File: src/hw/rtl/ostef_pkg.sv
// Package: shared types and constants for the overstrike print filter.
package ostef_pkg;

	typedef enum logic [2:0] {
		ESC_IDLE  = 3'd0,
		ESC_AFTER = 3'd1,
		ESC_CTRL  = 3'd2,
		ESC_OTHER = 3'd3,
		ESC_FONT  = 3'd4
	} esc_mode_t;

	typedef enum logic [1:0] {
		ST_IDLE = 2'd0,
		ST_EVAL = 2'd1,
		ST_EMIT = 2'd2
	} ctl_state_t;

	localparam logic [1:0] REG_LINE_WIDTH = 2'd0;
	localparam logic [1:0] REG_INDENT     = 2'd1;
	localparam logic [1:0] REG_OCR_ONE    = 2'd2;

	localparam logic [7:0] CH_ESC = 8'h1B;
	localparam logic [7:0] CH_BSL = 8'h5C;
	localparam logic [7:0] CH_UND = 8'h5F;
	localparam logic [7:0] CH_BS  = 8'h08;
	localparam logic [7:0] CH_TAB = 8'h09;
	localparam logic [7:0] CH_LF  = 8'h0A;
	localparam logic [7:0] CH_FF  = 8'h0C;
	localparam logic [7:0] CH_CR  = 8'h0D;
	localparam logic [7:0] CH_EM  = 8'h19;
	localparam logic [7:0] CH_SP  = 8'h20;
	localparam logic [7:0] CH_ONE = 8'h31;
	localparam logic [7:0] CH_DEL = 8'h7F;
	localparam logic [7:0] CH_P   = 8'h50;
	localparam logic [7:0] CH_F   = 8'h46;
	localparam logic [7:0] CH_LBR = 8'h5B;

	// Output byte plan: a fixed slot order, each slot enabled or not.
	typedef struct packed {
		logic und;       // flushed underscore
		logic ul_off_a;  // ESC [ 0 m before main body
		logic crlf;      // CR LF of a wrap
		logic ind_a;     // indent spaces after wrap
		logic main;      // single main byte (or ESC+c pair)
		logic pair;      // main is ESC followed by main byte
		logic ocr;       // OCR one string instead of main
		logic ul_on;     // DEL ESC [ 4 m
		logic ind_b;     // indent after CR
		logic ul_off_b;  // ESC [ 0 m after char
	} plan_t;

	typedef struct packed {
		logic start;     // begin evaluation of held byte
		logic advance;   // one output transfer done
	} dp_cmd_t;

	typedef struct packed {
		logic busy_emit; // bytes remain to transfer
		logic done;      // plan exhausted
	} dp_sts_t;

	function automatic logic [7:0] ul_off_byte(input logic [1:0] i);
		unique case (i)
			2'd0: ul_off_byte = CH_ESC;
			2'd1: ul_off_byte = CH_LBR;
			2'd2: ul_off_byte = 8'h30;
			default: ul_off_byte = 8'h6D;
		endcase
	endfunction

	function automatic logic [7:0] ul_on_byte(input logic [2:0] i);
		unique case (i)
			3'd0: ul_on_byte = CH_DEL;
			3'd1: ul_on_byte = CH_ESC;
			3'd2: ul_on_byte = CH_LBR;
			3'd3: ul_on_byte = 8'h34;
			default: ul_on_byte = 8'h6D;
		endcase
	endfunction

	function automatic logic [7:0] ocr_byte(input logic [3:0] i);
		unique case (i)
			4'd0: ocr_byte = CH_ESC;
			4'd1: ocr_byte = CH_LBR;
			4'd2: ocr_byte = 8'h31;
			4'd3: ocr_byte = 8'h32;
			4'd4: ocr_byte = 8'h6D;
			4'd5: ocr_byte = CH_ONE;
			4'd6: ocr_byte = CH_ESC;
			4'd7: ocr_byte = CH_LBR;
			4'd8: ocr_byte = 8'h31;
			4'd9: ocr_byte = 8'h31;
			default: ocr_byte = 8'h6D;
		endcase
	endfunction

endpackage

File: src/hw/rtl/ostef_ctrl.sv
// Controller: sequences input transfer, evaluation and byte emission.
module ostef_ctrl import ostef_pkg::*; (
	input  logic    clk,
	input  logic    arst_n,
	input  logic    in_fire,
	input  dp_sts_t sts,
	input  logic    out_free,
	output dp_cmd_t cmd,
	output logic    in_ready,
	output logic    out_load
);

	ctl_state_t state_q, state_d;

	always_ff @(posedge clk or negedge arst_n) begin
		if (!arst_n) state_q <= ST_IDLE;
		else state_q <= state_d;
	end

	always_comb begin
		state_d = state_q;
		unique case (state_q)
			ST_IDLE: if (in_fire) state_d = ST_EVAL;
			ST_EVAL: state_d = ST_EMIT;
			ST_EMIT: if (sts.done) state_d = ST_IDLE;
			default: state_d = ST_IDLE;
		endcase
	end

	always_comb begin
		cmd = '0;
		in_ready = 1'b0;
		out_load = 1'b0;
		unique case (state_q)
			ST_IDLE: in_ready = 1'b1;
			ST_EVAL: cmd.start = 1'b1;
			ST_EMIT: begin
				if (sts.busy_emit && out_free) begin
					out_load = 1'b1;
					cmd.advance = 1'b1;
				end
			end
			default: ;
		endcase
	end

endmodule

File: src/hw/rtl/ostef_dp.sv
// Datapath: filter state, output plan and byte generator.
module ostef_dp import ostef_pkg::*; #(
	parameter int MAX_LINE_WIDTH = 132,
	parameter int TAB_SPACING = 8,
	parameter int MAX_INDENT = 32
) (
	input  logic       clk,
	input  logic       arst_n,
	input  logic       cfg_we,
	input  logic [1:0] cfg_idx,
	input  logic [7:0] cfg_data,
	input  logic       in_fire,
	input  logic [7:0] in_byte,
	input  dp_cmd_t    cmd,
	output dp_sts_t    sts,
	output logic [7:0] cur_byte,
	output logic       cur_last
);

	localparam logic [7:0] MAXW = 8'(MAX_LINE_WIDTH);
	localparam logic [5:0] MAXI = 6'(MAX_INDENT);

	logic [7:0] line_width_q;
	logic [5:0] indent_q;
	logic       ocr_en_q;
	esc_mode_t  mode_q;
	logic [7:0] cprev_q, prev_q, col_q;
	logic       ul_q;
	logic [2:0] ovs_q;
	logic [7:0] c_q;
	plan_t      plan_q;
	logic [3:0] slot_q;
	logic [5:0] sub_q;

	logic [7:0] weff;
	logic [5:0] ieff;
	assign weff = (line_width_q > MAXW) ? MAXW : line_width_q;
	assign ieff = (indent_q > MAXI) ? MAXI : indent_q;

	always_ff @(posedge clk or negedge arst_n) begin
		if (!arst_n) begin
			line_width_q <= 8'd80;
			indent_q <= '0;
			ocr_en_q <= 1'b1;
		end else if (cfg_we) begin
			unique case (cfg_idx)
				REG_LINE_WIDTH: line_width_q <= cfg_data;
				REG_INDENT:     indent_q <= cfg_data[5:0];
				REG_OCR_ONE:    ocr_en_q <= cfg_data[0];
				default: ;
			endcase
		end
	end

	always_ff @(posedge clk) begin
		if (in_fire) c_q <= in_byte;
	end

	// Evaluate one byte: next state and output plan.
	plan_t      p;
	esc_mode_t  mode_n;
	logic [7:0] cprev_n, prev_n, col_n;
	logic       ul_n;
	logic [2:0] ovs_n;
	logic [8:0] tab_t;
	logic       prt;
	logic       em_ul;

	always_comb begin
		p = '0;
		mode_n = mode_q;
		cprev_n = cprev_q;
		prev_n = prev_q;
		col_n = col_q;
		ul_n = ul_q;
		ovs_n = ovs_q;
		prt = 1'b0;
		em_ul = 1'b0;
		tab_t = ({1'b0, col_q} / 9'(TAB_SPACING) + 9'd1) * 9'(TAB_SPACING);
		if (mode_q != ESC_IDLE || c_q == CH_ESC) begin
			if (prev_q == CH_UND) begin
				p.und = 1'b1;
				prev_n = '0;
			end
			if (ul_q) begin
				ul_n = 1'b0;
				ovs_n = '0;
				p.ul_off_a = 1'b1;
			end
			col_n = {2'b0, ieff};
			unique case (mode_q)
				ESC_AFTER: begin
					if (c_q == CH_P) begin
						mode_n = ESC_CTRL;
						cprev_n = c_q;
						p.main = 1'b1;
						p.pair = 1'b1;
					end else if (c_q == CH_F) begin
						mode_n = ESC_FONT;
					end else begin
						mode_n = ESC_OTHER;
						p.main = 1'b1;
						p.pair = 1'b1;
					end
				end
				ESC_CTRL: begin
					if (cprev_q == CH_ESC && c_q == CH_BSL) begin
						mode_n = ESC_IDLE;
						cprev_n = '0;
					end else cprev_n = c_q;
					p.main = 1'b1;
				end
				ESC_OTHER: begin
					if (c_q != CH_P && c_q != CH_LBR && c_q >= 8'h40 && c_q <= 8'h7E)
						mode_n = ESC_IDLE;
					p.main = 1'b1;
				end
				ESC_FONT: if (c_q == CH_BSL) mode_n = ESC_IDLE;
				default: mode_n = ESC_AFTER;
			endcase
		end else begin
			if (prev_q == CH_UND && c_q != CH_BS) begin
				p.und = 1'b1;
				ul_n = 1'b0;
				col_n = (col_q == 8'hFF) ? col_q : col_q + 8'd1;
			end
			unique case (c_q)
				CH_FF, CH_LF: begin
					col_n = '0;
					if (ul_n) begin ul_n = 1'b0; ovs_n = '0; p.ul_off_a = 1'b1; end
					p.main = 1'b1;
				end
				CH_BS: begin
					if (prev_q == CH_UND) begin
						ul_n = 1'b1;
						p.ul_on = 1'b1;
					end else if (ovs_q != 3'd0) begin
						if (ovs_q < 3'd7) ovs_n = ovs_q + 3'd1;
					end else p.main = 1'b1;
				end
				CH_CR: begin
					col_n = {2'b0, ieff};
					if (ul_n) begin ul_n = 1'b0; ovs_n = '0; p.ul_off_a = 1'b1; end
					p.main = 1'b1;
					p.ind_b = 1'b1;
				end
				CH_UND: ;
				CH_TAB: begin
					if (ul_n) begin ul_n = 1'b0; ovs_n = '0; p.ul_off_a = 1'b1; end
					tab_t = ({1'b0, col_n} / 9'(TAB_SPACING) + 9'd1) * 9'(TAB_SPACING);
					col_n = tab_t[8] ? 8'hFF : tab_t[7:0];
					p.main = 1'b1;
				end
				default: begin
					prt = 1'b1;
					if (c_q == CH_EM && ul_n) begin
						ul_n = 1'b0;
						em_ul = 1'b1;
						p.ul_off_a = 1'b1;
					end
				end
			endcase
			if (prt) begin
				if (col_n < weff) begin
					col_n = col_n + 8'd1;
				end else begin
					// wrap: off string, CR LF, indent; an EM close merges into same slot
					if (em_ul) begin
						p.crlf = 1'b1;
					end else begin
						p.ul_off_a = 1'b1;
						p.crlf = 1'b1;
					end
					ul_n = 1'b0;
					col_n = {2'b0, ieff};
					p.ind_a = 1'b1;
				end
				if (ovs_q <= 3'd1) begin
					if (c_q == CH_ONE && weff <= 8'd80 && ocr_en_q) p.ocr = 1'b1;
					else p.main = 1'b1;
				end
				ovs_n = '0;
				if (ul_n) begin
					ul_n = 1'b0;
					p.ul_off_b = 1'b1;
					ovs_n = 3'd1;
				end
			end
			prev_n = c_q;
		end
	end

	// An EM close followed by a wrap emits the off string twice; handle with a flag.
	logic dbl_off_q, dbl_off_n;
	assign dbl_off_n = em_ul && p.crlf;

	// Plan walk: slots 0..8 in order, then slot 9 when done; sub_q counts bytes inside a slot.
	logic       slot_en;
	logic [5:0] slot_len;
	always_comb begin
		slot_en = 1'b0;
		slot_len = 6'd1;
		unique case (slot_q)
			4'd0: begin slot_en = plan_q.und; slot_len = 6'd1; end
			4'd1: begin slot_en = plan_q.ul_off_a; slot_len = dbl_off_q ? 6'd8 : 6'd4; end
			4'd2: begin slot_en = plan_q.crlf; slot_len = 6'd2; end
			4'd3: begin slot_en = plan_q.ind_a && ieff != '0; slot_len = ieff; end
			4'd4: begin slot_en = plan_q.main; slot_len = plan_q.pair ? 6'd2 : 6'd1; end
			4'd5: begin slot_en = plan_q.ocr; slot_len = 6'd11; end
			4'd6: begin slot_en = plan_q.ul_on; slot_len = 6'd5; end
			4'd7: begin slot_en = plan_q.ind_b && ieff != '0; slot_len = ieff; end
			4'd8: begin slot_en = plan_q.ul_off_b; slot_len = 6'd4; end
			default: begin slot_en = 1'b0; slot_len = 6'd1; end
		endcase
	end

	// Last enabled byte: check that no later slot is enabled.
	logic later_en;
	always_comb begin
		later_en = 1'b0;
		for (int k = 0; k < 9; k++) begin
			if (4'(k) > slot_q) begin
				unique case (k)
					0: later_en |= plan_q.und;
					1: later_en |= plan_q.ul_off_a;
					2: later_en |= plan_q.crlf;
					3: later_en |= plan_q.ind_a && ieff != '0;
					4: later_en |= plan_q.main;
					5: later_en |= plan_q.ocr;
					6: later_en |= plan_q.ul_on;
					7: later_en |= plan_q.ind_b && ieff != '0;
					default: later_en |= plan_q.ul_off_b;
				endcase
			end
		end
	end

	always_comb begin
		cur_byte = CH_SP;
		unique case (slot_q)
			4'd0: cur_byte = CH_UND;
			4'd1: cur_byte = ul_off_byte(sub_q[1:0]);
			4'd2: cur_byte = sub_q[0] ? CH_LF : CH_CR;
			4'd4: cur_byte = (plan_q.pair && sub_q == '0) ? CH_ESC : c_q;
			4'd5: cur_byte = ocr_byte(sub_q[3:0]);
			4'd6: cur_byte = ul_on_byte(sub_q[2:0]);
			4'd8: cur_byte = ul_off_byte(sub_q[1:0]);
			default: cur_byte = CH_SP;
		endcase
	end

	assign cur_last = (sub_q == slot_len - 6'd1) && !later_en;
	assign sts.busy_emit = slot_en;
	assign sts.done = (slot_q == 4'd9);

	always_ff @(posedge clk or negedge arst_n) begin
		if (!arst_n) begin
			mode_q <= ESC_IDLE;
			cprev_q <= '0;
			prev_q <= '0;
			col_q <= '0;
			ul_q <= 1'b0;
			ovs_q <= '0;
			plan_q <= '0;
			slot_q <= 4'd9;
			sub_q <= '0;
			dbl_off_q <= 1'b0;
		end else if (cmd.start) begin
			mode_q <= mode_n;
			cprev_q <= cprev_n;
			prev_q <= prev_n;
			col_q <= col_n;
			ul_q <= ul_n;
			ovs_q <= ovs_n;
			plan_q <= p;
			dbl_off_q <= dbl_off_n;
			slot_q <= '0;
			sub_q <= '0;
		end else if (slot_q != 4'd9) begin
			if (!slot_en) begin
				slot_q <= slot_q + 4'd1;
				sub_q <= '0;
			end else if (cmd.advance) begin
				if (sub_q == slot_len - 6'd1) begin
					slot_q <= slot_q + 4'd1;
					sub_q <= '0;
				end else sub_q <= sub_q + 6'd1;
			end
		end
	end

	assert property (@(posedge clk) disable iff (!arst_n) cmd.start |=> slot_q == 4'd0)
		else $error("plan walk did not restart");
	assert property (@(posedge clk) disable iff (!arst_n) ul_q |-> mode_q == ESC_IDLE)
		else $error("underline open inside escape sequence");
	assert property (@(posedge clk) disable iff (!arst_n) cmd.advance |-> slot_en)
		else $error("transfer from disabled slot");

endmodule

File: src/hw/rtl/overstrike_to_escape_print_filter.sv
// Top level: overstrike-to-escape print filter.
// Takes one text byte per input transfer and sends printer bytes, one per output
// transfer, with last_of_run high on the final byte an input causes; an input
// may cause none. Underscore-backspace-char becomes underline escapes, tabs and
// wraps follow the tracked column, ESC sequences pass through by kind, and a
// digit one may become the OCR one. One input is handled at a time: the
// controller takes it and evaluates it, then the datapath walks nine plan
// slots, skipping each unused slot and sending the bytes of each used one (up
// to 50 on a wrap with full indent), and the controller returns to idle. The
// output register reloads in the cycle its byte transfers, so an unstalled
// printer takes one byte per cycle while a used slot is sent. Configuration
// writes only while idle: the user must keep to this, the block does not enforce it.
module overstrike_to_escape_print_filter import ostef_pkg::*; #(
	parameter int MAX_LINE_WIDTH = 132,
	parameter int TAB_SPACING = 8,
	parameter int MAX_INDENT = 32
) (
	input  logic       clk,
	input  logic       arst_n,
	input  logic       cfg_we,
	input  logic [1:0] cfg_idx,
	input  logic [7:0] cfg_data,
	input  logic       in_valid,
	output logic       in_stall,
	input  logic [7:0] in_byte,
	output logic       out_valid,
	input  logic       out_stall,
	output logic [7:0] out_byte,
	output logic       last_of_run
);

	dp_cmd_t    cmd;
	dp_sts_t    sts;
	logic       in_ready, out_load, in_fire, out_free;
	logic [7:0] cur_byte;
	logic       cur_last;

	// accept only while the controller is idle
	assign in_stall = !in_ready;
	assign in_fire  = in_valid && in_ready;
	// output register is free when empty or being drained this cycle
	assign out_free = !out_valid || !out_stall;

	ostef_ctrl u_ctrl (
		.clk, .arst_n, .in_fire, .sts, .out_free, .cmd, .in_ready, .out_load
	);

	ostef_dp #(
		.MAX_LINE_WIDTH(MAX_LINE_WIDTH), .TAB_SPACING(TAB_SPACING), .MAX_INDENT(MAX_INDENT)
	) u_dp (
		.clk, .arst_n, .cfg_we, .cfg_idx, .cfg_data, .in_fire, .in_byte,
		.cmd, .sts, .cur_byte, .cur_last
	);

	// hold output until transferred, then load the next byte
	always_ff @(posedge clk or negedge arst_n) begin
		if (!arst_n) out_valid <= 1'b0;
		else if (out_load) out_valid <= 1'b1;
		else if (!out_stall) out_valid <= 1'b0;
	end

	always_ff @(posedge clk) begin
		if (out_load) begin
			out_byte <= cur_byte;
			last_of_run <= cur_last;
		end
	end

	assert property (@(posedge clk) disable iff (!arst_n) out_valid && out_stall |=> out_valid)
		else $error("stalled output dropped");
	assert property (@(posedge clk) disable iff (!arst_n) in_fire |=> in_stall)
		else $error("second input taken during work");

endmodule
File: config.mk
export PLATFORM = sky130hd
export DESIGN_NAME = overstrike_to_escape_print_filter
export DESIGN_NICKNAME = d
export VERILOG_FILES = /design/src/hw/rtl/ostef_pkg.sv /design/src/hw/rtl/ostef_ctrl.sv /design/src/hw/rtl/ostef_dp.sv /design/src/hw/rtl/overstrike_to_escape_print_filter.sv
export SDC_FILE = /design/constraint.sdc
export NUM_CORES = 1
export LEC_CHECK = 0
export ABC_AREA = 1
export BUFFER_PORTS_ARGS = -buffer_cell sky130_fd_sc_hd__clkbuf_2
export CAP_MARGIN = 20
export CELL_PAD_IN_SITES_DETAIL_PLACEMENT = 0
export CELL_PAD_IN_SITES_GLOBAL_PLACEMENT = 1
export CORE_MARGIN = 2
export CORE_UTILIZATION = 49
export CTS_CLUSTER_SIZE = 20
export DETAILED_ROUTE_END_ITERATION = 7
export GPL_TIMING_DRIVEN = 0
export PLACE_DENSITY = 0.89
export REMOVE_ABC_BUFFERS = 1
export SKIP_LAST_GASP = 1
export SYNTH_ARGS = -nofsm -noshare
export SYNTH_HDL_FRONTEND = slang
export SYNTH_HIERARCHICAL = 1
export SYNTH_SLANG_ARGS = --single-unit
File: constraint.sdc
create_clock -name clk -period 5.3 [get_ports clk]
set_input_delay 0.795 -clock clk [delete_from_list [all_inputs] [get_ports clk]]
set_output_delay 0.795 -clock clk [all_outputs]
set_load 0.05 [all_outputs]
==> out/qor.csv, run 1 <==
stage,metric,value,unit
setup_path,path_delay_family,simple AND/OR/NAND/NOR gates,
setup_path,reg2reg_setup_slack,920,ps
run_status,status,"complete, no violations",
floorplanning,die-area,13510,sq um
layout,layout.filler_cells,1220,
sta,hold_violations,0,
clocking,clock_insertion_delay_worst_skew,350,ps
setup_path,timing.critical_path.cells,inv_2 -> nand2_2 -> nor2_4 -> nand2_4 -> nand2_1 -> nand2_1 -> nand2_1 -> inv_1 -> ha_1 -> nand2_1 -> nor3_1 -> o311ai_0 -> ha_1 -> nand2_1 -> nor2_1 -> a211oi_1 -> nand2_4 -> inv_2 -> nand2_1 -> o21ai_1 -> nand2_1 -> nand2_1,
synth,netlist_instances,852,
run,cap_violations,0,
sta,period_share,82.70,%
sta,worst_clock_skew,8.675,ps
setup_path,cp_data_required_time,5590,ps
synth,yosys.cell_types.count,53,
floorplanning,fp.coreArea,12470,sq um
sta,timing.final.crit_period,4383,ps
synth,synth-edff-count,17,
setup_path,cp_num_cells,22,
routing,routed_wl,16.87,mm
hold_path,hold_path_class,primary input to asynchronous set/reset pin,
routing,drc_marker_count_from_the_first_detailed_route_iteration,524,
power,powerDensity,497.8,nW/um^2
layout,area_growth,10.88,%
setup_path,worst-setup-path-type,flop to flop,
clocking,clk_pin_slew,70,ps
synth,synth_sequential_area_ratio,36.34,%
global_routing,grt_first_pass_wirelength,27.51,mm
placement,dpl.hpwl,13.04,mm
power,vdd_ir_drop_max,0.0002073,V
sta,timing.slew.headroom,31.82,%
routing,route.detailed.drc,0,
setup_path,r2r_start,u_dp/c_q[4]$_DFFE_PP_,
clocking,clock-sinks,86,
clocking,post_cts_buffers,0,
placement,gp_routability_congestion,0.9492,
setup_path,worstSetupEndpointType,flop,
setup_path,cpMaxStageDelayCell,sky130_fd_sc_hd__o311ai_0,
clocking,cts_tree,done,
clocking,htreeDepth,3,
sta,worst-slew-pin-transition,1019,ps
clocking,ctsRootBufferMaster,sky130_fd_sc_hd__clkbuf_16,
floorplanning,design.portCount,34,
floorplanning,starting_density_of_the_core,49.52,%
global_routing,antenna_violations_before_repair,0,
synth,synth.top_cells.by_area,"sky130_fd_sc_hd__dfrtp_1 (26%), sky130_fd_sc_hd__nand2_1 (12%), sky130_fd_sc_hd__edfxtp_1 (8.3%)",
global_routing,gr-usage-all-layers,26.47,%
synth,synth.yosys.warnings,6,
floorplanning,row_count,41,
synth,synth_commonest_cells,"sky130_fd_sc_hd__nand2_1 (205), sky130_fd_sc_hd__inv_1 (123), sky130_fd_sc_hd__nor2_1 (81), sky130_fd_sc_hd__o21ai_0 (69), sky130_fd_sc_hd__dfrtp_1 (64)",
setup_path,cell_repeated_most_along_the_worst_path,sky130_fd_sc_hd__nand2_1,
setup_path,worstRegToRegCells,22,
layout,num-nets-final,932,
clocking,clock_tree.buffer_depth,2,
sta,final_number_of_max_transition_violations,0,
setup_path,worstPathMaxFanout,9,
setup_path,path_buf_inv,3,
setup_path,worst_path_largest_cell_delay,770,ps
sta,total_neg_setup_slack,0,ps
setup_path,worst_ep_arrival_time,4670,ps
setup_path,worst_setup_path_endpoint,u_dp/ovs_q[0]$_DFFE_PN0P_,
placement,numPortBuffers,33,
layout,finish.utilization,54.91,%
routing,wl_per_cell,15.95,um
layout,antennaDiodeCount,0,
setup_path,critical_path.reg2reg.endpoint,u_dp/ovs_q[0]$_DFFE_PN0P_,
routing,route.vias.total,5778,
synth,synth.top_cell.area_share,25.94,%
layout,layout-drive-gt1-share,13.43,%
global_routing,number_of_global_route_vias_before_repair,5451,
clocking,cts_hold_buffers,0,
synth,synthesis.area_per_instance,7.246,sq um
setup_path,cp-startpoint,u_dp/c_q[4]$_DFFE_PP_,
routing,detail_route.vias_per_cell,5.461,
sta,setup-violations-final,0,
global_routing,grt_max_degree,54,
synth,asyncSetResetFlopFracSynth,80.23,%
routing,dr.pass1.iters,5,
power,total_leakage_power,3.284,nW
global_routing,grt.overflow.total,0,
synth,synth.most_common_cell,sky130_fd_sc_hd__nand2_1,
clocking,cts_made_buffers,9,
floorplanning,die_height,116.2,um
synth,ys.flop_type,sky130_fd_sc_hd__dfrtp_1,
synth,number_of_flip_flops_and_latches_in_the_synthesized_netlist,86,
floorplanning,die_x,116.2,um
synth,total_standard_cell_area_after_synthesis,6173,sq um
setup_path,start_kind,flop,
synth,synth_largest_area_cell,sky130_fd_sc_hd__dfrtp_1,
clocking,cts.repair.resized,0,
routing,ant_nets,0,
sta,fmax,228.2,MHz
sta,grt_setup_unrepaired,no,
==> how the worst min path moves through the flow <==
stage | from | to | slack, ps | cells after the start
final | arst_n | u_dp/col_q[7]$_DFFE_PN0P_ | 350 | 1
after global placement | u_dp/cprev_q[4]$_DFFE_PN0P_ | u_dp/cprev_q[4]$_DFFE_PN0P_ | 470 | 2
after floorplan | u_dp/cprev_q[3]$_DFFE_PN0P_ | u_dp/cprev_q[3]$_DFFE_PN0P_ | 450 | 2
after global routing | arst_n | u_dp/col_q[7]$_DFFE_PN0P_ | 360 | 1
after detailed placement | u_dp/cprev_q[4]$_DFFE_PN0P_ | u_dp/cprev_q[4]$_DFFE_PN0P_ | 470 | 2
after CTS | arst_n | u_dp/col_q[7]$_DFFE_PN0P_ | 350 | 1
==> metal layers <==
layer,vias to the layer above,global-route usage [%],part of all wire (%)
met3,28,4.774,5.8
met4,0,8.730,2.1
met1,2709,35.28,45
met5,-,0,0
li1,2861,-,-
met2,180,43.76,47
==> layout make-up <==
class,instances,area (sq um),area share (%)
clock buffer,9,225.2,3.290
clock inverter,7,111.4,1.627
inverter,137,514.2,7.512
multi-input combinational,613,3341,48.80
sequential,86,2243,32.77
tap,172,215.2,3.144
timing repair buffer,34,195.2,2.851
==> state kept, by name, summed over array words and instances (netlist names), 8 cells and up <==
register / flops
u_dp/cprev_q: 8
u_dp/c_q: 8
u_dp/col_q: 8
u_dp/prev_q: 8
u_dp/line_width_q: 8
out_byte: 8
u_dp/plan_q: 9
==> logic make-up (layout without fill, tap and decap cells) <==
family                   after synthesis  after routing  share of synthesized area, %
AND/OR/NAND/NOR                      424            424                         32.12
buffers and inverters                153            187                         9.546
AO/OA/AOI/OAI                        147            147                         14.07
flip-flops                            86             86                         36.34
adder cells (fa/ha/maj)               28             28                         5.675
XOR/XNOR                              13             13                         2.067
multiplexers                           1              1                        0.1824
==> stage by stage <==
stage          hold WS [ps]  cells  area (sq um)  setup WS (ps)  power [mW]
6_report              345.9   1058          6845          917.2       3.408
5_1_grt               355.2   1058          6845          576.0       3.675
4_1_cts               346.3   1058          6845          983.5       3.413
3_5_place_dp          470.7   1042          6509           1008       2.683
3_3_place_gp          466.3   1041          6479           1051       2.645
2_1_floorplan         449.3    836          6098           1925       2.272
==> worst register-to-register path: stages (launching register included) <==
cell                       delay, ps
sky130_fd_sc_hd__edfxtp_1        510
sky130_fd_sc_hd__inv_2           140
sky130_fd_sc_hd__nand2_2          80
sky130_fd_sc_hd__nor2_4          220
sky130_fd_sc_hd__nand2_4         130
sky130_fd_sc_hd__nand2_1         140
sky130_fd_sc_hd__nand2_1          60
sky130_fd_sc_hd__nand2_1         150
sky130_fd_sc_hd__inv_1           100
sky130_fd_sc_hd__ha_1            230
sky130_fd_sc_hd__nand2_1         110
sky130_fd_sc_hd__nor3_1           50
sky130_fd_sc_hd__o311ai_0        770
sky130_fd_sc_hd__ha_1            380
sky130_fd_sc_hd__nand2_1          90
sky130_fd_sc_hd__nor2_1           50
sky130_fd_sc_hd__a211oi_1        450
sky130_fd_sc_hd__nand2_4         180
sky130_fd_sc_hd__inv_2           140
sky130_fd_sc_hd__nand2_1         100
sky130_fd_sc_hd__o21ai_1         100
sky130_fd_sc_hd__nand2_1          70
sky130_fd_sc_hd__nand2_1          50
==> power by group <==
part,total (mW),internal [mW],switching (mW)
clock,0.716,0.425,0.290
sequential,1.04,0.876,0.163
combinational,1.65,0.552,1.10
==> placed cells by master (no fill, tap or decap), types with 3 or more instances in the layout <==
cell type / instances
sky130_fd_sc_hd__a211oi_1: 4
sky130_fd_sc_hd__a21oi_1: 24
sky130_fd_sc_hd__a31oi_1: 3
sky130_fd_sc_hd__clkbuf_16: 9
sky130_fd_sc_hd__clkbuf_2: 32
sky130_fd_sc_hd__dfrtp_1: 64
sky130_fd_sc_hd__dfstp_2: 5
sky130_fd_sc_hd__edfxtp_1: 17
sky130_fd_sc_hd__ha_1: 28
sky130_fd_sc_hd__inv_1: 123
sky130_fd_sc_hd__inv_2: 13
sky130_fd_sc_hd__inv_8: 3
sky130_fd_sc_hd__nand2_1: 205
sky130_fd_sc_hd__nand2_2: 16
sky130_fd_sc_hd__nand2_4: 5
sky130_fd_sc_hd__nand3_1: 51
sky130_fd_sc_hd__nand3_2: 4
sky130_fd_sc_hd__nand3b_1: 3
sky130_fd_sc_hd__nand4_1: 17
sky130_fd_sc_hd__nor2_1: 81
sky130_fd_sc_hd__nor2_2: 8
sky130_fd_sc_hd__nor2_4: 6
sky130_fd_sc_hd__nor3_1: 9
sky130_fd_sc_hd__nor3_2: 4
sky130_fd_sc_hd__nor4_1: 5
sky130_fd_sc_hd__o2111ai_1: 6
sky130_fd_sc_hd__o211ai_1: 4
sky130_fd_sc_hd__o21ai_0: 69
sky130_fd_sc_hd__o21ai_1: 3
sky130_fd_sc_hd__o22ai_1: 14
sky130_fd_sc_hd__o31ai_1: 3
sky130_fd_sc_hd__o32ai_1: 3
sky130_fd_sc_hd__xor2_1: 11
(Power assumes the default switching activity.)
==> run 2, diff against run 1 <==
CORE_UTILIZATION = 46   (was 49)
PLACE_DENSITY = 0.84   (was 0.89)
clock period = 4.6 ns   (was 5.3 ns; I/O delays follow)
==> run 2 against run 1 <==
Wire length is 1.2% higher. Register-to-register slack worse by 440 ps. Critical path depth is 1 lower. Critical endpoint is now u_dp/plan_q[8]$_DFFE_PN0P_. Highest routed layer unchanged. Clock skew is 1.6 ps lower. Clock power is 28% higher. Worst hold slack worse by 93 ps. Global-route usage is 1.3 points lower. Cell area is 0.75% higher. Non-clock buffer count stayed put.
==> out/qor.csv, run 2 (synthesis results as in run 1) <==
stage,metric,value,unit,change
sta,final_number_of_max_transition_violations,0,,unchanged
global_routing,grt_first_pass_wirelength,28.15,mm,+2.3%
power,net-switching-power,1.764,mW,+13%
placement,postPlaceCellArea,6514,sq um,about the same
clocking,htreeDepth,3,,unchanged
routing,drc_marker_count_from_the_first_detailed_route_iteration,544,,+3.8%
global_routing,grt_max_degree,53,,-1.9%
routing,dr.pass1.iters,5,,unchanged
sta,timing.final.crit_period,4121,ps,-261.9 ps
global_routing,grt.overflow.total,0,,unchanged
layout,area_growth,11.71,%,
floorplanning,fp.coreArea,13190,sq um,+5.8%
clocking,ctsRootBufferMaster,sky130_fd_sc_hd__clkbuf_16,,
setup_path,worstPathMaxFanout,9,,unchanged
layout,layout.filler_cells,1311,,+7.5%
layout,largest_reg_flops,9,,unchanged
placement,dpl.hpwl,13.20,mm,+1.2%
hold_path,hold_path_class,primary input to asynchronous set/reset pin,,
floorplanning,die_x,119.8,um,+3.1%
placement,gp_routability_congestion,0.9544,,+0.55%
layout,registers.top_by_ff_count,u_dp/plan_q,,
power,powerDensity,581.4,nW/um^2,+17%
sta,timing.slew.headroom,33.72,%,+1.9 points
global_routing,antenna_violations_before_repair,0,,unchanged
floorplanning,die_height,119.8,um,+3.1%
run_status,status,"complete, no violations",,
layout,layout.cells.most_common_list,"sky130_fd_sc_hd__nand2_1 (205), sky130_fd_sc_hd__inv_1 (123), sky130_fd_sc_hd__nor2_1 (81)",,
global_routing,number_of_global_route_vias_before_repair,5659,,+3.8%
setup_path,worst_path_largest_cell_delay,600,ps,-170 ps
layout,final_design_area_no_fill,6897,sq um,+0.75%
setup_path,timing.critical_path.cells,inv_1 -> nand2_1 -> nor2_4 -> nand2_4 -> nand2_1 -> nand2_1 -> nand2_1 -> inv_1 -> ha_1 -> nand2_1 -> nor3_1 -> o311ai_1 -> ha_1 -> nand2_1 -> nor2_1 -> a211oi_1 -> nand2_4 -> nand2_2 -> nand3_1 -> nand2_1 -> o21ai_0,,
clocking,post_cts_buffers,0,,unchanged
power,comb_power_share,47.2,%,-1.3 points
clocking,clock_insertion_delay_worst_skew,350,ps,about the same
routing,ant_nets,0,,unchanged
setup_path,path_delay_family,simple AND/OR/NAND/NOR gates,,
layout,layout-drive-gt1-share,13.43,%,unchanged
sta,total_neg_setup_slack,0,ps,unchanged
clocking,cts.repair.resized,0,,unchanged
clocking,clock-sinks,86,,unchanged
layout,most_common_cell_after_layout_fill_and_taps_aside,sky130_fd_sc_hd__nand2_1,,
floorplanning,design.portCount,34,,unchanged
power,total_leakage_power,3.308,nW,+0.72%
power,power_switching_share,44.00,%,-1.6 points
setup_path,cp_data_required_time,4810,ps,-780 ps
routing,route.detailed.drc,0,,unchanged
power,clkPwrFrac,23.0,%,+2.0 points
setup_path,start_kind,flop,,
floorplanning,die-area,14360,sq um,+6.3%
routing,detail_route.vias_per_cell,5.468,,+0.12%
power,seq_power_share,29.9,%,-0.6 points
floorplanning,starting_density_of_the_core,46.80,%,-2.7 points
setup_path,worstSetupEndpointType,flop,,
setup_path,cell_repeated_most_along_the_worst_path,sky130_fd_sc_hd__nand2_1,,
layout,antennaDiodeCount,0,,unchanged
power,vdd_ir_drop_max,0.0002137,V,+3.0%
power,cellInternalPower,2.246,mW,+21%
sta,grt_setup_unrepaired,no,,
setup_path,path_buf_inv,2,,-1
layout,num-nets-final,932,,unchanged
sta,fmax,242.7,MHz,+6.4%
sta,worst_clock_skew,7.120,ps,-1.555 ps
clocking,cts_hold_buffers,0,,unchanged
global_routing,gr-usage-all-layers,25.16,%,-1.3 points
clocking,clock_tree.buffer_depth,2,,unchanged
sta,worst-slew-pin-transition,990.5,ps,-28.35 ps
routing,route.vias.total,5807,,+0.50%
clocking,clk_pin_slew,60,ps,about the same
sta,period_share,89.59,%,+6.9 points
setup_path,worst-setup-path-type,flop to flop,,
clocking,cts_tree,done,,
sta,hold_violations,0,,unchanged
run,cap_violations,0,,unchanged
placement,numPortBuffers,33,,unchanged
setup_path,worst_ep_arrival_time,4330,ps,-340 ps
floorplanning,row_count,42,,+2.4%
setup_path,cpMaxStageDelayCell,sky130_fd_sc_hd__o311ai_1,,
routing,routed_wl,17.07,mm,+1.2%
routing,wl_per_cell,16.07,um,+0.77%
sta,setup-violations-final,0,,unchanged
clocking,cts_made_buffers,9,,unchanged
setup_path,reg2reg_setup_slack,480,ps,-440 ps
run 2: cell types whose count changed in the layout (fill, tap and decap cells not counted):
cell / previous run / this run
sky130_fd_sc_hd__o311ai_1: 0 / 1
sky130_fd_sc_hd__clkbuf_16: 9 / 11
sky130_fd_sc_hd__inv_6: 1 / 0
sky130_fd_sc_hd__inv_8: 3 / 1
sky130_fd_sc_hd__o311ai_0: 1 / 0
sky130_fd_sc_hd__clkinv_4: 1 / 0
sky130_fd_sc_hd__inv_4: 0 / 1
sky130_fd_sc_hd__bufinv_16: 2 / 3
run 2: power by group through the flow:
stage / registers [mW] / logic [mW] / clock network (mW)
3_3_place_gp: 1.20 / 1.83 / 0
3_5_place_dp: 1.21 / 1.88 / 0
4_1_cts: 1.19 / 1.89 / 0.941
5_1_grt: 1.22 / 2.15 / 0.971
2_1_floorplan: 1.20 / 1.41 / 0
6_report: 1.20 / 1.89 / 0.920
run 2: routing by layer:
metal | wire (um) | share of wire, % | vias to the layer above | track usage (%)
met5 | 0 | 0 | - | 0
met4 | 418 | 2.4 | 0 | 8.676
met3 | 862 | 5.1 | 31 | 5.703
met2 | 8278 | 49 | 154 | 43.21
met1 | 7506 | 44 | 2766 | 31.14
li1 | - | - | 2856 | -
run 2: stage by stage:
| step | hold slack (ps) | cells | util [%] | setup WS (ps) | power (mW) |
|---|---|---|---|---|---|
| finish | 252.6 | 1062 | 52.29 | 479.1 | 4.010 |
| global route | 257.8 | 1062 | 52.29 | 129.8 | 4.344 |
| CTS | 256.2 | 1062 | 52.29 | 286.8 | 4.022 |
| detailed placement | 475.4 | 1046 | 49.38 | 313.4 | 3.085 |
| global placement | 462.9 | 1045 | 49.16 | 376.8 | 3.026 |
| floorplan | 394.4 | 836 | - | 1225 | 2.618 |
run 2: worst register-to-register path, delay by kind of cell, from the launching register on:
kind                       cells  cell delay (ps)
DFF                            1              450
AOI/OAI and AO/OA              3             1140
buffers and inverters          2              270
and+or+nand+nor               14             1540
adders and majority gates      2              580
run 2: path summary, 6_finish.rpt:
path,end,cells past startpoint,startpoint
worst max-delay path,u_dp/plan_q[8]$_DFFE_PN0P_,21,u_dp/c_q[6]$_DFFE_PP_
worst min-delay path,u_dp/sub_q[1]$_DFFE_PN0P_,1,arst_n
worst max register to register,u_dp/plan_q[8]$_DFFE_PN0P_,21,u_dp/c_q[6]$_DFFE_PP_
worst min register to register,u_ctrl/state_q[0]$_DFFE_PN0P_,1,u_ctrl/state_q[0]$_DFFE_PN0P_
max in group asynchronous,u_dp/ocr_en_q$_DFFE_PN1P_,2,arst_n
min in group clk,u_ctrl/state_q[0]$_DFFE_PN0P_,1,u_ctrl/state_q[0]$_DFFE_PN0P_
run 2: final cells by class:
cell class	count	area, sq um	share of cell area [%]
multi-input cells	613	3341	48.44
clock buffers	11	275.3	3.991
inverters	137	514.2	7.456
clock inverters	5	107.6	1.560
flip-flops and latches	86	2243	32.53
repair buffers	34	195.2	2.830
well taps	176	220.2	3.193
==> run 3, diff against run 2 <==
PLACE_DENSITY = 0.88   (was 0.84)
==> run 3 against run 2 <==
First-iteration DRC count up 5.5%. Clock power shrank 4.7%. Sequential power is essentially flat. Die area stayed put. Critical path type unchanged.
==> out/qor.csv, run 3 (synthesis results as in run 1) <==
stage,metric,value,unit,change
run_status,status,"complete, no violations",,
global_routing,gr-usage-all-layers,23.54,%,-1.6 points
layout,layout.cells.most_common_list,"sky130_fd_sc_hd__nand2_1 (205), sky130_fd_sc_hd__inv_1 (123), sky130_fd_sc_hd__nor2_1 (81)",,
power,total_power,3.938,mW,-1.8%
layout,layout-drive-gt1-share,13.43,%,unchanged
floorplanning,design.portCount,34,,unchanged
floorplanning,die_height,119.8,um,unchanged
floorplanning,die_x,119.8,um,unchanged
placement,placedCellCount,1046,,unchanged
clocking,cts_tree,done,,
clocking,clock-sinks,86,,unchanged
layout,antennaDiodeCount,0,,unchanged
routing,drc_marker_count_from_the_first_detailed_route_iteration,574,,+5.5%
layout,layout.filler_cells,1316,,+0.38%
sta,hold_violations,0,,unchanged
setup_path,worstRegToRegCells,21,,unchanged
layout,final-instance-count-excl-fill,1062,,unchanged
setup_path,worst-setup-path-type,flop to flop,,
routing,route.vias.total,5647,,-2.8%
placement,detailedPlace.worstSlack,312.2,ps,-1.245 ps
layout,area_growth,11.49,%,
layout,final_design_area_no_fill,6883,sq um,-0.20%
global_routing,antenna_violations_before_repair,0,,unchanged
power,vdd_ir_drop_max,0.0002600,V,+22%
floorplanning,die-area,14360,sq um,unchanged
setup_path,worstSetupEndpointType,flop,,
clocking,clock_insertion_delay_worst_skew,340,ps,about the same
clocking,clock_tree.buffer_depth,2,,unchanged
sta,worst_clock_skew,4.595,ps,-2.525 ps
routing,wl_per_cell,15.14,um,-5.8%
clocking,htreeDepth,3,,unchanged
clocking,ctsRootBufferMaster,sky130_fd_sc_hd__clkbuf_16,,
clocking,clk_pin_slew,60,ps,about the same
setup_path,start_kind,flop,,
layout,registers.top_by_ff_count,u_dp/plan_q,,
sta,timing.final.crit_period,4096,ps,-24.52 ps
placement,dpl.hpwl,12.17,mm,-7.8%
sta,period_share,89.05,%,-0.53 points
floorplanning,row_count,42,,unchanged
routing,detail_route.vias_per_cell,5.317,,-2.8%
floorplanning,starting_density_of_the_core,46.80,%,unchanged
run,cap_violations,0,,unchanged
floorplanning,fp.coreArea,13190,sq um,unchanged
clocking,post_cts_buffers,0,,unchanged
routing,dr.pass1.iters,5,,unchanged
global_routing,grt_max_degree,59,,+11%
global_routing,grt.overflow.total,0,,unchanged
layout,multi_input_area,3341,sq um,unchanged
sta,whs,218.4,ps,-34.11 ps
layout,num-nets-final,932,,unchanged
sta,worst-slew-pin-transition,1023,ps,+32.79 ps
routing,routed_wl,16.07,mm,-5.8%
layout,largest_reg_flops,9,,unchanged
placement,numPortBuffers,33,,unchanged
placement,postPlaceCellArea,6514,sq um,unchanged
sta,setup-violations-final,0,,unchanged
sta,total_neg_setup_slack,0,ps,unchanged
sta,final_number_of_max_transition_violations,0,,unchanged
routing,route.detailed.drc,0,,unchanged
hold_path,hold_path_class,primary input to asynchronous set/reset pin,,
sta,grt_setup_unrepaired,no,,
clocking,cts_made_buffers,9,,unchanged
sta,fmax,244.1,MHz,+0.60%
setup_path,cp_data_required_time,4790,ps,-20 ps
sta,post_route_setup_slack,503.6,ps,+24.52 ps
power,total_leakage_power,3.301,nW,-0.21%
sta,timing.slew.headroom,31.53,%,-2.2 points
global_routing,number_of_global_route_vias_before_repair,5300,,-6.3%
routing,ant_nets,0,,unchanged
placement,gp_routability_congestion,0.8780,,-8.0%
setup_path,worst_ep_arrival_time,4290,ps,-40 ps
setup_path,worstPathMaxFanout,9,,unchanged
layout,finish.utilization,52.18,%,-0.10 points
global_routing,grt_first_pass_wirelength,26.63,mm,-5.4%
layout,most_common_cell_after_layout_fill_and_taps_aside,sky130_fd_sc_hd__nand2_1,,
layout,sequential_cell_area_in_the_final_layout,2243,sq um,unchanged
power,powerDensity,572.2,nW/um^2,-1.6%
-- run 3: worst paths after layout --
path	end	slack, ps	start
max in group asynchronous	u_dp/ocr_en_q$_DFFE_PN1P_	3800	arst_n
worst max register to register	u_dp/plan_q[8]$_DFFE_PN0P_	500	u_dp/c_q[2]$_DFFE_PP_
worst min register to register	u_ctrl/state_q[0]$_DFFE_PN0P_	490	u_ctrl/state_q[0]$_DFFE_PN0P_
worst max-delay path	u_dp/plan_q[8]$_DFFE_PN0P_	500	u_dp/c_q[2]$_DFFE_PP_
worst min-delay path	out_valid$_DFFE_PN0P_	220	arst_n
min in group clk	u_ctrl/state_q[0]$_DFFE_PN0P_	490	u_ctrl/state_q[0]$_DFFE_PN0P_
-- run 3: worst max-delay path, stage by stage (launching register included) --
cell and delay [ps]:
sky130_fd_sc_hd__edfxtp_1 530, sky130_fd_sc_hd__inv_2 160, sky130_fd_sc_hd__nand2_2 100, sky130_fd_sc_hd__nor2_2 170
sky130_fd_sc_hd__nand2_4 110, sky130_fd_sc_hd__nand2_1 130, sky130_fd_sc_hd__nand2_1 60, sky130_fd_sc_hd__nand2_1 130
sky130_fd_sc_hd__inv_1 90, sky130_fd_sc_hd__ha_1 220, sky130_fd_sc_hd__nand2_1 100, sky130_fd_sc_hd__nor3_1 50
sky130_fd_sc_hd__o311ai_1 570, sky130_fd_sc_hd__ha_1 350, sky130_fd_sc_hd__nand2_1 90, sky130_fd_sc_hd__nor2_1 50
sky130_fd_sc_hd__a211oi_1 490, sky130_fd_sc_hd__nand2_4 190, sky130_fd_sc_hd__nand2_2 140, sky130_fd_sc_hd__nand3_1 80
sky130_fd_sc_hd__nand2_1 60, sky130_fd_sc_hd__o21ai_0 70
-- run 3: power breakdown --
part | leakage [nW] | switching [mW] | internal (mW)
logic | 2.07 | 1.23 | 0.634
clock network | 0.182 | 0.314 | 0.562
registers | 1.05 | 0.185 | 1.01
total | 3.30 | 1.73 | 2.21
-- run 3: repair_timing --
item                                    in CTS  in global routing
gates resized for setup                      0                  1
hold buffers                                 0                  0
endpoints found under the setup margin       0                  6
-- run 3: per-layer routing --
metal | GRT usage [%] | vias to the layer above | share of wire (%)
met5 | 0 | - | 0
li1 | - | 2865 | -
met4 | 6.544 | 0 | 1.2
met2 | 38.43 | 134 | 47
met3 | 4.040 | 18 | 4.4
met1 | 32.33 | 2630 | 47
-- run 3: layout make-up --
type	count	share of cell area, %
Multi-Input combinational cell	613	48.54
Sequential cell	86	32.59
Inverter	137	7.471
Clock buffer	12	4.199
Tap cell	176	3.199
Timing Repair Buffer	34	2.836
Clock inverter	4	1.163
